File: src/sv/mcso_pkg.sv
// ----------------------------------------------------------------------------
// mcso_pkg
// Types, constants and helpers shared by the magic circle oscillator modules.
// ----------------------------------------------------------------------------
`default_nettype none

package mcso_pkg;

	localparam int SAMPLE_WIDTH  = 24;
	localparam int EPS_WIDTH     = 24;
	localparam int LEN_WIDTH     = 7;
	localparam int MAX_BLOCK_LEN = 64;
	localparam int IDX_WIDTH     = $clog2(MAX_BLOCK_LEN);

	localparam int CMDQ_DEPTH = 2;
	localparam int CMDQ_PTR_W = (CMDQ_DEPTH > 1) ? $clog2(CMDQ_DEPTH) : 1;
	localparam int CMDQ_CNT_W = $clog2(CMDQ_DEPTH + 1);

	// restoring divider for the ramp slope, one quotient bit per cycle
	localparam int DIV_STEPS = EPS_WIDTH;
	localparam int DIV_CNT_W = $clog2(DIV_STEPS);

	// eps (unsigned, zero-extended) times sample
	localparam int PROD_W = EPS_WIDTH + 1 + SAMPLE_WIDTH;
	localparam int FRAC_W = EPS_WIDTH - 1;
	localparam int RND_W  = PROD_W - FRAC_W;
	localparam int SUM_W  = RND_W + 1;

	typedef struct packed {
		logic [EPS_WIDTH-1:0]           new_epsilon;
		logic                           hold;
		logic signed [SAMPLE_WIDTH-1:0] start_sin;
		logic signed [SAMPLE_WIDTH-1:0] start_cos;
	} req_t;

	typedef struct packed {
		logic signed [SAMPLE_WIDTH-1:0] sample;
		logic                           last;
	} smp_t;

	typedef enum logic [1:0] {
		CMD_LOAD,
		CMD_FIXED,
		CMD_RAMP
	} cmd_kind_t;

	typedef struct packed {
		cmd_kind_t                      kind;
		logic [EPS_WIDTH-1:0]           eps_old;
		logic [EPS_WIDTH-1:0]           eps_new;
		logic signed [SAMPLE_WIDTH-1:0] start_sin;
		logic signed [SAMPLE_WIDTH-1:0] start_cos;
		logic [LEN_WIDTH-1:0]           len;
	} cmd_t;

	typedef struct packed {
		logic full;
		logic empty;
	} cmdq_status_t;

	typedef enum logic [2:0] {
		BK_IDLE,
		BK_DIV,
		BK_DFIX,
		BK_MUL1,
		BK_QUPD,
		BK_MUL2,
		BK_EMIT
	} bk_state_t;

	// clamp a wide signed sum into the sample range
	function automatic logic signed [SAMPLE_WIDTH-1:0] sat_sample(
		input logic signed [SUM_W-1:0] v
	);
		logic [SUM_W-SAMPLE_WIDTH:0] top;
		top = v[SUM_W-1:SAMPLE_WIDTH-1];
		if ((&top) || !(|top)) begin
			return v[SAMPLE_WIDTH-1:0];
		end else if (v[SUM_W-1]) begin
			return {1'b1, {(SAMPLE_WIDTH-1){1'b0}}};
		end else begin
			return {1'b0, {(SAMPLE_WIDTH-1){1'b1}}};
		end
	endfunction

	// Q4.45 product to Q4.22 (the sample scale), round half up
	function automatic logic signed [RND_W-1:0] round_prod(
		input logic signed [PROD_W-1:0] p
	);
		logic signed [PROD_W-1:0] t;
		t = p + $signed({{(PROD_W-FRAC_W){1'b0}}, 1'b1, {(FRAC_W-1){1'b0}}});
		return t[PROD_W-1:FRAC_W];
	endfunction

endpackage

`default_nettype wire

File: src/sv/mcso_front.sv
// ----------------------------------------------------------------------------
// mcso_front
// Takes requests, tracks start and epsilon, queues one command per block.
// ----------------------------------------------------------------------------
`default_nettype none

module mcso_front import mcso_pkg::*; (
	input  wire logic                 clk,
	input  wire logic                 arst_n,
	input  wire logic                 cfg_wen,
	input  wire logic [LEN_WIDTH-1:0] cfg_wdata,
	input  wire logic                 req_valid,
	output logic                      req_stall,
	input  wire req_t                 req,
	input  wire cmdq_status_t         q_status,
	output logic                      push,
	output cmd_t                      push_cmd
);

	logic [LEN_WIDTH-1:0] block_length_q;
	logic                 started_q;
	logic [EPS_WIDTH-1:0] cur_eps_q;
	logic                 accept;
	logic                 ramp;
	logic [LEN_WIDTH-1:0] len;

	assign req_stall = q_status.full;
	assign accept    = req_valid && !q_status.full;
	assign push      = accept && !(req.hold && !started_q);
	assign ramp      = started_q && !req.hold && (req.new_epsilon != cur_eps_q);

	always_comb begin
		if (block_length_q == '0) begin
			len = LEN_WIDTH'(1);
		end else if (block_length_q > LEN_WIDTH'(MAX_BLOCK_LEN)) begin
			len = LEN_WIDTH'(MAX_BLOCK_LEN);
		end else begin
			len = block_length_q;
		end
	end

	always_comb begin
		push_cmd.start_sin = req.start_sin;
		push_cmd.start_cos = req.start_cos;
		push_cmd.eps_new   = req.new_epsilon;
		push_cmd.len       = len;
		if (!started_q) begin
			push_cmd.kind    = CMD_LOAD;
			push_cmd.eps_old = req.new_epsilon;
		end else if (ramp) begin
			push_cmd.kind    = CMD_RAMP;
			push_cmd.eps_old = cur_eps_q;
		end else begin
			push_cmd.kind    = CMD_FIXED;
			push_cmd.eps_old = cur_eps_q;
		end
	end

	always_ff @(posedge clk or negedge arst_n) begin
		if (!arst_n) begin
			block_length_q <= LEN_WIDTH'(MAX_BLOCK_LEN);
			started_q      <= 1'b0;
			cur_eps_q      <= '0;
		end else begin
			if (cfg_wen) begin
				block_length_q <= cfg_wdata;
			end
			if (push && (!started_q || ramp)) begin
				started_q <= 1'b1;
				cur_eps_q <= req.new_epsilon;
			end
		end
	end

endmodule

`default_nettype wire

File: src/sv/mcso_cmdq.sv
// ----------------------------------------------------------------------------
// mcso_cmdq
// Short command queue between the request front and the sample engine.
// ----------------------------------------------------------------------------
`default_nettype none

module mcso_cmdq import mcso_pkg::*; (
	input  wire logic  clk,
	input  wire logic  arst_n,
	input  wire logic  push,
	input  wire cmd_t  push_cmd,
	input  wire logic  pop,
	output cmd_t       head,
	output cmdq_status_t status
);

	cmd_t                  mem_q [CMDQ_DEPTH];
	logic [CMDQ_PTR_W-1:0] wr_ptr_q;
	logic [CMDQ_PTR_W-1:0] rd_ptr_q;
	logic [CMDQ_CNT_W-1:0] cnt_q;

	assign head         = mem_q[rd_ptr_q];
	assign status.full  = (cnt_q == CMDQ_CNT_W'(CMDQ_DEPTH));
	assign status.empty = (cnt_q == '0);

	function automatic logic [CMDQ_PTR_W-1:0] ptr_inc(input logic [CMDQ_PTR_W-1:0] p);
		if (p == CMDQ_PTR_W'(CMDQ_DEPTH - 1)) begin
			return '0;
		end
		return p + 1'b1;
	endfunction

	always_ff @(posedge clk) begin
		if (push) begin
			mem_q[wr_ptr_q] <= push_cmd;
		end
	end

	always_ff @(posedge clk or negedge arst_n) begin
		if (!arst_n) begin
			wr_ptr_q <= '0;
			rd_ptr_q <= '0;
			cnt_q    <= '0;
		end else begin
			if (push) begin
				wr_ptr_q <= ptr_inc(wr_ptr_q);
			end
			if (pop) begin
				rd_ptr_q <= ptr_inc(rd_ptr_q);
			end
			if (push && !pop) begin
				cnt_q <= cnt_q + 1'b1;
			end else if (pop && !push) begin
				cnt_q <= cnt_q - 1'b1;
			end
		end
	end

	a_no_overflow: assert property (@(posedge clk) disable iff (!arst_n)
		!(push && status.full && !pop))
		else $error("command pushed into a full queue");

	a_no_underflow: assert property (@(posedge clk) disable iff (!arst_n)
		!(pop && status.empty))
		else $error("command popped from an empty queue");

endmodule

`default_nettype wire

File: src/sv/mcso_engine.sv
// ----------------------------------------------------------------------------
// mcso_engine
// Runs one block per command: ramp slope divide, then the magic circle
// recurrence on one shared multiplier, into a registered output.
// ----------------------------------------------------------------------------
`default_nettype none

module mcso_engine import mcso_pkg::*; (
	input  wire logic         clk,
	input  wire logic         arst_n,
	input  wire cmdq_status_t q_status,
	input  wire cmd_t         head,
	output logic              pop,
	output logic              smp_valid,
	input  wire logic         smp_stall,
	output smp_t              smp
);

	bk_state_t state_q, state_d;

	logic [LEN_WIDTH-1:0]           len_q;
	logic [IDX_WIDTH-1:0]           idx_q;
	logic [EPS_WIDTH-1:0]           eps_q;
	logic signed [EPS_WIDTH:0]      qd_q;      // slope quotient per sample
	logic [LEN_WIDTH-1:0]           rd_q;      // slope remainder per sample
	logic [LEN_WIDTH-1:0]           racc_q;    // running remainder
	logic                           dneg_q;
	logic [LEN_WIDTH-1:0]           div_rem_q;
	logic [EPS_WIDTH-1:0]           div_quo_q;
	logic [DIV_CNT_W-1:0]           div_cnt_q;
	logic signed [SAMPLE_WIDTH-1:0] in_phase_q;
	logic signed [SAMPLE_WIDTH-1:0] quad_q;
	logic signed [PROD_W-1:0]       prod_q;
	logic                           out_valid_q;
	smp_t                           out_q;

	logic                           slot_free;
	logic                           emit;
	logic                           is_last;
	logic                           div_done;
	logic signed [EPS_WIDTH:0]      diff;
	logic [LEN_WIDTH:0]             rem_sh;
	logic                           rem_ge;
	logic [LEN_WIDTH:0]             racc_sum;
	logic                           wrap;
	logic signed [EPS_WIDTH+1:0]    eps_sum;
	logic signed [SAMPLE_WIDTH-1:0] mul_x;
	logic signed [RND_W-1:0]        rnd;
	logic signed [SAMPLE_WIDTH-1:0] in_phase_nx;
	logic signed [SAMPLE_WIDTH-1:0] quad_nx;

	assign smp_valid = out_valid_q;
	assign smp       = out_q;
	assign slot_free = !out_valid_q || !smp_stall;
	assign is_last   = ({1'b0, idx_q} + 1'b1) == len_q;
	assign div_done  = (div_cnt_q == DIV_CNT_W'(DIV_STEPS - 1));

	assign diff   = $signed({1'b0, head.eps_new}) - $signed({1'b0, head.eps_old});
	assign rem_sh = {div_rem_q, div_quo_q[EPS_WIDTH-1]};
	assign rem_ge = rem_sh >= {1'b0, len_q};

	assign racc_sum = {1'b0, racc_q} + {1'b0, rd_q};
	assign wrap     = racc_sum >= {1'b0, len_q};
	assign eps_sum  = $signed({2'b00, eps_q}) + $signed({qd_q[EPS_WIDTH], qd_q})
		+ $signed({{(EPS_WIDTH+1){1'b0}}, wrap});

	assign mul_x       = (state_q == BK_MUL1) ? in_phase_q : quad_q;
	assign rnd         = round_prod(prod_q);
	assign quad_nx     = sat_sample($signed({{(SUM_W-SAMPLE_WIDTH){quad_q[SAMPLE_WIDTH-1]}},
		quad_q}) - $signed({rnd[RND_W-1], rnd}));
	assign in_phase_nx = sat_sample(
		$signed({{(SUM_W-SAMPLE_WIDTH){in_phase_q[SAMPLE_WIDTH-1]}}, in_phase_q})
		+ $signed({rnd[RND_W-1], rnd}));

	always_comb begin
		state_d = state_q;
		pop     = 1'b0;
		emit    = 1'b0;
		unique case (state_q)
			BK_IDLE: begin
				if (!q_status.empty) begin
					pop     = 1'b1;
					state_d = (head.kind == CMD_RAMP) ? BK_DIV : BK_MUL1;
				end
			end
			BK_DIV: begin
				if (div_done) begin
					state_d = BK_DFIX;
				end
			end
			BK_DFIX: state_d = BK_MUL1;
			BK_MUL1: state_d = BK_QUPD;
			BK_QUPD: state_d = BK_MUL2;
			BK_MUL2: state_d = BK_EMIT;
			BK_EMIT: begin
				if (slot_free) begin
					emit    = 1'b1;
					state_d = is_last ? BK_IDLE : BK_MUL1;
				end
			end
			default: state_d = BK_IDLE;
		endcase
	end

	always_ff @(posedge clk or negedge arst_n) begin
		if (!arst_n) begin
			state_q     <= BK_IDLE;
			out_valid_q <= 1'b0;
			in_phase_q  <= '0;
			quad_q      <= '0;
		end else begin
			state_q <= state_d;
			if (emit) begin
				out_valid_q <= 1'b1;
			end else if (!smp_stall) begin
				out_valid_q <= 1'b0;
			end
			if (pop && head.kind == CMD_LOAD) begin
				in_phase_q <= head.start_sin;
				quad_q     <= head.start_cos;
			end
			if (state_q == BK_QUPD) begin
				quad_q <= quad_nx;
			end
			if (emit) begin
				in_phase_q <= in_phase_nx;
			end
		end
	end

	always_ff @(posedge clk) begin
		if (pop) begin
			len_q     <= head.len;
			eps_q     <= head.eps_old;
			idx_q     <= '0;
			racc_q    <= '0;
			qd_q      <= '0;
			rd_q      <= '0;
			dneg_q    <= diff[EPS_WIDTH];
			div_rem_q <= '0;
			div_quo_q <= diff[EPS_WIDTH] ? EPS_WIDTH'(-diff) : diff[EPS_WIDTH-1:0];
			div_cnt_q <= '0;
		end
		if (state_q == BK_DIV) begin
			div_rem_q <= rem_ge ? LEN_WIDTH'(rem_sh - {1'b0, len_q}) : rem_sh[LEN_WIDTH-1:0];
			div_quo_q <= {div_quo_q[EPS_WIDTH-2:0], rem_ge};
			div_cnt_q <= div_cnt_q + 1'b1;
		end
		if (state_q == BK_DFIX) begin
			// floor division: quotient kept for a positive slope, rounded down for a negative one
			if (!dneg_q) begin
				qd_q <= $signed({1'b0, div_quo_q});
				rd_q <= div_rem_q;
			end else if (div_rem_q != '0) begin
				qd_q <= -$signed({1'b0, div_quo_q}) - $signed({{EPS_WIDTH{1'b0}}, 1'b1});
				rd_q <= len_q - div_rem_q;
			end else begin
				qd_q <= -$signed({1'b0, div_quo_q});
				rd_q <= '0;
			end
		end
		if (state_q == BK_MUL1 || state_q == BK_MUL2) begin
			prod_q <= $signed({1'b0, eps_q}) * mul_x;
		end
		if (emit) begin
			out_q.sample <= in_phase_nx;
			out_q.last   <= is_last;
			idx_q        <= idx_q + 1'b1;
			racc_q       <= wrap ? LEN_WIDTH'(racc_sum - {1'b0, len_q})
				: racc_sum[LEN_WIDTH-1:0];
			eps_q        <= eps_sum[EPS_WIDTH-1:0];
		end
	end

	a_idx_in_block: assert property (@(posedge clk) disable iff (!arst_n)
		(state_q == BK_MUL1 || state_q == BK_EMIT) |-> ({1'b0, idx_q} < len_q))
		else $error("sample index ran past block length");

	a_racc_bound: assert property (@(posedge clk) disable iff (!arst_n)
		(state_q == BK_EMIT) |-> (racc_q < len_q && rd_q < len_q))
		else $error("ramp remainder out of range");

	a_last_ends_block: assert property (@(posedge clk) disable iff (!arst_n)
		(emit && is_last) |=> (state_q == BK_IDLE && out_valid_q && out_q.last))
		else $error("block did not close on its last sample");

endmodule

`default_nettype wire

File: src/sv/magic_circle_sine_oscillator_unit.sv
// ----------------------------------------------------------------------------
// magic_circle_sine_oscillator_unit
// Block-based Gordon-Smith quadrature sine oscillator, Q1.23 eps, Q2.22 out.
// ----------------------------------------------------------------------------
// Usage:
//  - req channel (req_valid/req_stall/req): one transaction asks for one block
//    of block_length samples. The first non-hold request loads start_sin,
//    start_cos and epsilon; a hold request before that is taken and dropped.
//  - smp channel (smp_valid/smp_stall/smp): one transaction per sample,
//    smp.last marks the final sample of the block.
//  - cfg_wen/cfg_wdata: writes block_length (0 acts as 1, above 64 as 64);
//    write only while idle. Resets to 64.
//  - Flow: a request is taken into a two-entry command queue at once. The
//    engine dispatches a command from IDLE; when epsilon ramps, the slope
//    divider runs in DIV (one quotient bit per cycle) and DFIX fixes the
//    sign. Each sample then runs through MUL1, QUPD, MUL2 and EMIT (two
//    dependent passes through the one 25x24 multiplier, each followed by a
//    round/saturate step); EMIT waits while the output register is held.
//  - A stalled sample sits in the output register; the engine computes the
//    next sample and waits for that register, while the front keeps taking
//    requests until the queue is full, then raises req_stall.
//  - Reset clears the start flag, epsilon, oscillator state and queue.
// ----------------------------------------------------------------------------
`default_nettype none

module magic_circle_sine_oscillator_unit import mcso_pkg::*; (
	input  wire logic                 clk,
	input  wire logic                 arst_n,
	input  wire logic                 cfg_wen,
	input  wire logic [LEN_WIDTH-1:0] cfg_wdata,
	input  wire logic                 req_valid,
	output logic                      req_stall,
	input  wire req_t                 req,
	output logic                      smp_valid,
	input  wire logic                 smp_stall,
	output smp_t                      smp
);

	cmdq_status_t q_status;
	logic         push;
	cmd_t         push_cmd;
	logic         pop;
	cmd_t         head;

	// front: config register, start flag and epsilon tracking, classification
	mcso_front u_front (
		.clk       (clk),
		.arst_n    (arst_n),
		.cfg_wen   (cfg_wen),
		.cfg_wdata (cfg_wdata),
		.req_valid (req_valid),
		.req_stall (req_stall),
		.req       (req),
		.q_status  (q_status),
		.push      (push),
		.push_cmd  (push_cmd)
	);

	// decouples request intake from sample generation
	mcso_cmdq u_cmdq (
		.clk      (clk),
		.arst_n   (arst_n),
		.push     (push),
		.push_cmd (push_cmd),
		.pop      (pop),
		.head     (head),
		.status   (q_status)
	);

	// back: ramp slope divide, recurrence, output register
	mcso_engine u_engine (
		.clk       (clk),
		.arst_n    (arst_n),
		.q_status  (q_status),
		.head      (head),
		.pop       (pop),
		.smp_valid (smp_valid),
		.smp_stall (smp_stall),
		.smp       (smp)
	);

endmodule

`default_nettype wire
File: config.mk
export PLATFORM = sky130hd
export DESIGN_NAME = magic_circle_sine_oscillator_unit
export DESIGN_NICKNAME = d
export VERILOG_FILES = /design/src/sv/mcso_pkg.sv /design/src/sv/mcso_front.sv /design/src/sv/mcso_cmdq.sv /design/src/sv/mcso_engine.sv /design/src/sv/magic_circle_sine_oscillator_unit.sv
export SDC_FILE = /design/constraint.sdc
export NUM_CORES = 2
export LEC_CHECK = 0
export ABC_AREA = 1
export BUFFER_PORTS_ARGS = -buffer_cell sky130_fd_sc_hd__buf_2
export CAP_MARGIN = 20
export CELL_PAD_IN_SITES_DETAIL_PLACEMENT = 2
export CELL_PAD_IN_SITES_GLOBAL_PLACEMENT = 2
export CORE_MARGIN = 2
export CORE_UTILIZATION = 40
export CTS_CLUSTER_DIAMETER = 100
export DETAILED_ROUTE_END_ITERATION = 16
export MAX_ROUTING_LAYER = met4
export PLACE_DENSITY_LB_ADDON = 0.1
export SETUP_SLACK_MARGIN = 0.2
export SYNTH_ARGS = -nofsm -noshare
export SYNTH_HDL_FRONTEND = slang
export SYNTH_SLANG_ARGS = --single-unit
File: constraint.sdc
create_clock -name clk -period 10 [get_ports clk]
set_input_delay 3 -clock clk [delete_from_list [all_inputs] [get_ports clk]]
set_output_delay 3 -clock clk [all_outputs]
set_load 0.01 [all_outputs]
==> impl_metrics.yaml <==
synth:
  syn_area_um2: 47000
  yosysSeqAreaShare_pct: 28.6
  synth_edf_count: 374
  synth_common_cells: "nand2_1 (1290), inv_1 (988), nor2_1 (565), fa_1 (490), edfxtp_1 (374)"
  synthesis.nets: 6490
  synth_most_common_cell: "nand2_1"
  synth.largest_area_cell: "edfxtp_1"
  yosysTopAreaCellShare_pct: 23.9
  ys.flop_type: "edfxtp_1"
  synthTopCellsByArea: "edfxtp_1 (24%), fa_1 (21%), nand2_1 (10%)"
  syn_avg_cell_area_um2: 8.41
  synth.distinct_cells: 63
  async_flop_share_pct: 19.0
  ys_warn_count: 0
  syn_inst: 5586
  yosys_register_bits: 462
clock_network:
  cts_buffer_depth: 3
  cts_made_buffers: 55
  ctsHoldBuffers: 0
  clockRootBuffer: "clkbuf_16"
  clkTransAtPathRegs_ps: 60
  ctsResizeCount: 0
  clk_latency_ps: 680
  post_cts_buffers: 0
  htreeDepth: 2
  cts_tree: "done"
  cts.sinks: 462
finish:
  drive_above_1_share_pct: 7.35
  final_nets: 6559
  finalNonFillerCells: 7228
  area_delta_synth_final_pct: 9.02
drt:
  route.antenna.remaining_nets: 0
  drt_iter0_markers: 2386
  drc: 0
  wl_um: 188000
  routedWlPerCell_um: 26.0
  drt_pre_antenna_iters: 5
  vias_per_cell: 5.48
  vias: 39600
sta:
  hold_violations: 0
  slew_viol_final: 0
  tns_ps: 0
  rsz0062_at_grt: "no"
  clock.fmax_ghz: 0.117
  skew_ps: 54.2
  relSlewSlack_pct: 23.9
  min_period_over_period_pct: 85.7
  tightest_slew_ps: 1140
  setup_viol: 0
  fin_crit_ps: 8570
die:
  die_w_um: 347
  core_um2: 116000
  initial_core_util_pct: 40.4
  row_count: 125
  die_y_um: 347
  pin_count: 112
  die_area_um2: 120000
critical_path:
  critPathArrivalTime_ps: 8950
  cp_max_fo: 23
  cp_top_family: "adder cells"
  critPathBufInv: 9
  startpoint_type: "flop"
  path_class: "flop to flop"
  cp-end-kind: "flop"
  cpPeakStageDelay_ps: 780
  required_ps: 10380
  cp_slowest_cell: "inv_1"
worst_hold_path:
  min_path_type: "flop to flop"
grt:
  grt_pass1_vias: 44300
  grt_max_degree: 67
  grt_usage_pct: 32.2
  grt_pass1_wl_um: 283000
  grt-ovfl-total: 0
  antenna_found_initial: 6
placed_design:
  dp.cells: 7122
  dpl.hpwl_um: 150000
  portBuffers: 111
  gp_congestion: 0.942
run_status:
  outcome: "finished, final reports clean"
job:
  drv_cap: 0
cells in the final DEF (no fill, tap or decap), types with 11 or more instances in the layout:
| cell | instances |
|---|---|
| nand2_1 | 1288 |
| clkinv_1 | 13 |
| fa_1 | 490 |
| edfxtp_1 | 374 |
| dfrtp_1 | 86 |
| nand4_1 | 48 |
| or2_2 | 35 |
| nand3_1 | 236 |
| inv_1 | 987 |
| a211oi_1 | 18 |
| a31oi_1 | 71 |
| clkbuf_16 | 58 |
| o21ai_0 | 178 |
| nor2_2 | 15 |
| mux2i_1 | 45 |
| nor4_1 | 12 |
| ha_1 | 329 |
| inv_2 | 14 |
| xnor2_1 | 43 |
| nand2_2 | 16 |
| a21oi_1 | 212 |
| buf_2 | 110 |
| nor2_1 | 561 |
| o22ai_1 | 14 |
| xor2_1 | 129 |
| buf_4 | 79 |
| nor3_1 | 27 |
| a21o_1 | 12 |
| clkbuf_1 | 13 |
| clkbuf_8 | 11 |
| o21bai_1 | 19 |
| nor2_4 | 12 |
| o21ai_1 | 27 |
cell type report:
| cell class | instances | area (µm²) |
|---|---|---|
| clock inverters | 21 | 210 |
| well taps | 1524 | 1910 |
| clock buffers | 82 | 1650 |
| diodes | 3 | 7.51 |
| multi-input cells | 3934 | 29000 |
| repair buffers | 189 | 1140 |
| flip-flops and latches | 462 | 13400 |
| inverters | 1013 | 3800 |
| fillers | 13100 | 65200 |
sequential cells by signal (all words and copies together) (netlist names), 7 cells and up:
register	flops
u_engine.prod_q	27
u_engine.qd_q	24
u_front.cur_eps_q	24
u_engine.div_quo_q	24
u_engine.len_q	7
u_engine.quad_q	24
u_front.block_length_q	7
u_engine.div_rem_q	7
u_engine.eps_q	24
u_engine.racc_q	7
u_cmdq.mem_q	210
u_engine.in_phase_q	24
u_engine.smp	25
u_engine.rd_q	7
metrics by stage:
stage	setup slack, ps	instance area [µm²]	utilization (%)	hold WS (ps)
floorplan	1680	47000	-	463
detailed placement	1410	49300	42.4	525
global route	1020	51200	44.0	564
finish	1430	51200	44.0	537
CTS	1370	51200	44.0	539
global placement	1070	49300	42.4	490
layer usage:
layer,GRT usage [%],routed length [µm],vias to the layer above
met3,3.14,7140,299
met2,55.7,94800,787
li1,-,-,17800
met5,-,0,-
met4,9.50,6110,0
met1,40.1,79900,20800
cell families (layout without fill, tap and decap cells):
kind of cell,count (synthesis),in the layout,share of synthesized area [%]
compound gates,602,602,7.23
xor+xnor,179,179,3.50
fa+ha+maj,819,819,29.6
buf+inv,1190,1305,9.70
flops,462,462,28.6
mux,46,46,0.983
other cells,0,3,0
simple gates,2288,2288,20.3
worst paths after layout:
kind | start | to | slack (ps) | cells past startpoint
worst max-delay path | u_engine.state_q[2] | u_engine.prod_q[48] | 1430 | 32
worst min-delay path | u_front.cur_eps_q[18] | u_front.cur_eps_q[18] | 540 | 2
worst max register to register | u_engine.state_q[2] | u_engine.prod_q[48] | 1430 | 32
worst min register to register | u_front.cur_eps_q[18] | u_front.cur_eps_q[18] | 540 | 2
max in group asynchronous | arst_n | u_engine.in_phase_q[7] | 6340 | 2
min in group asynchronous | arst_n | u_front.block_length_q[4] | 2350 | 1
worst register-to-register path: cells and delay by family (launching register included):
family / cells / cell delay [ps]
and+or+nand+nor: 10 / 1210
DFF: 1 / 430
AOI/OAI and AO/OA: 5 / 1010
adders and majority gates: 8 / 3990
buffers and inverters: 9 / 1650
Power is left out: the tool's default activity adds up to more than one toggle a clock period on the data nets, which glitch-free logic cannot reach.
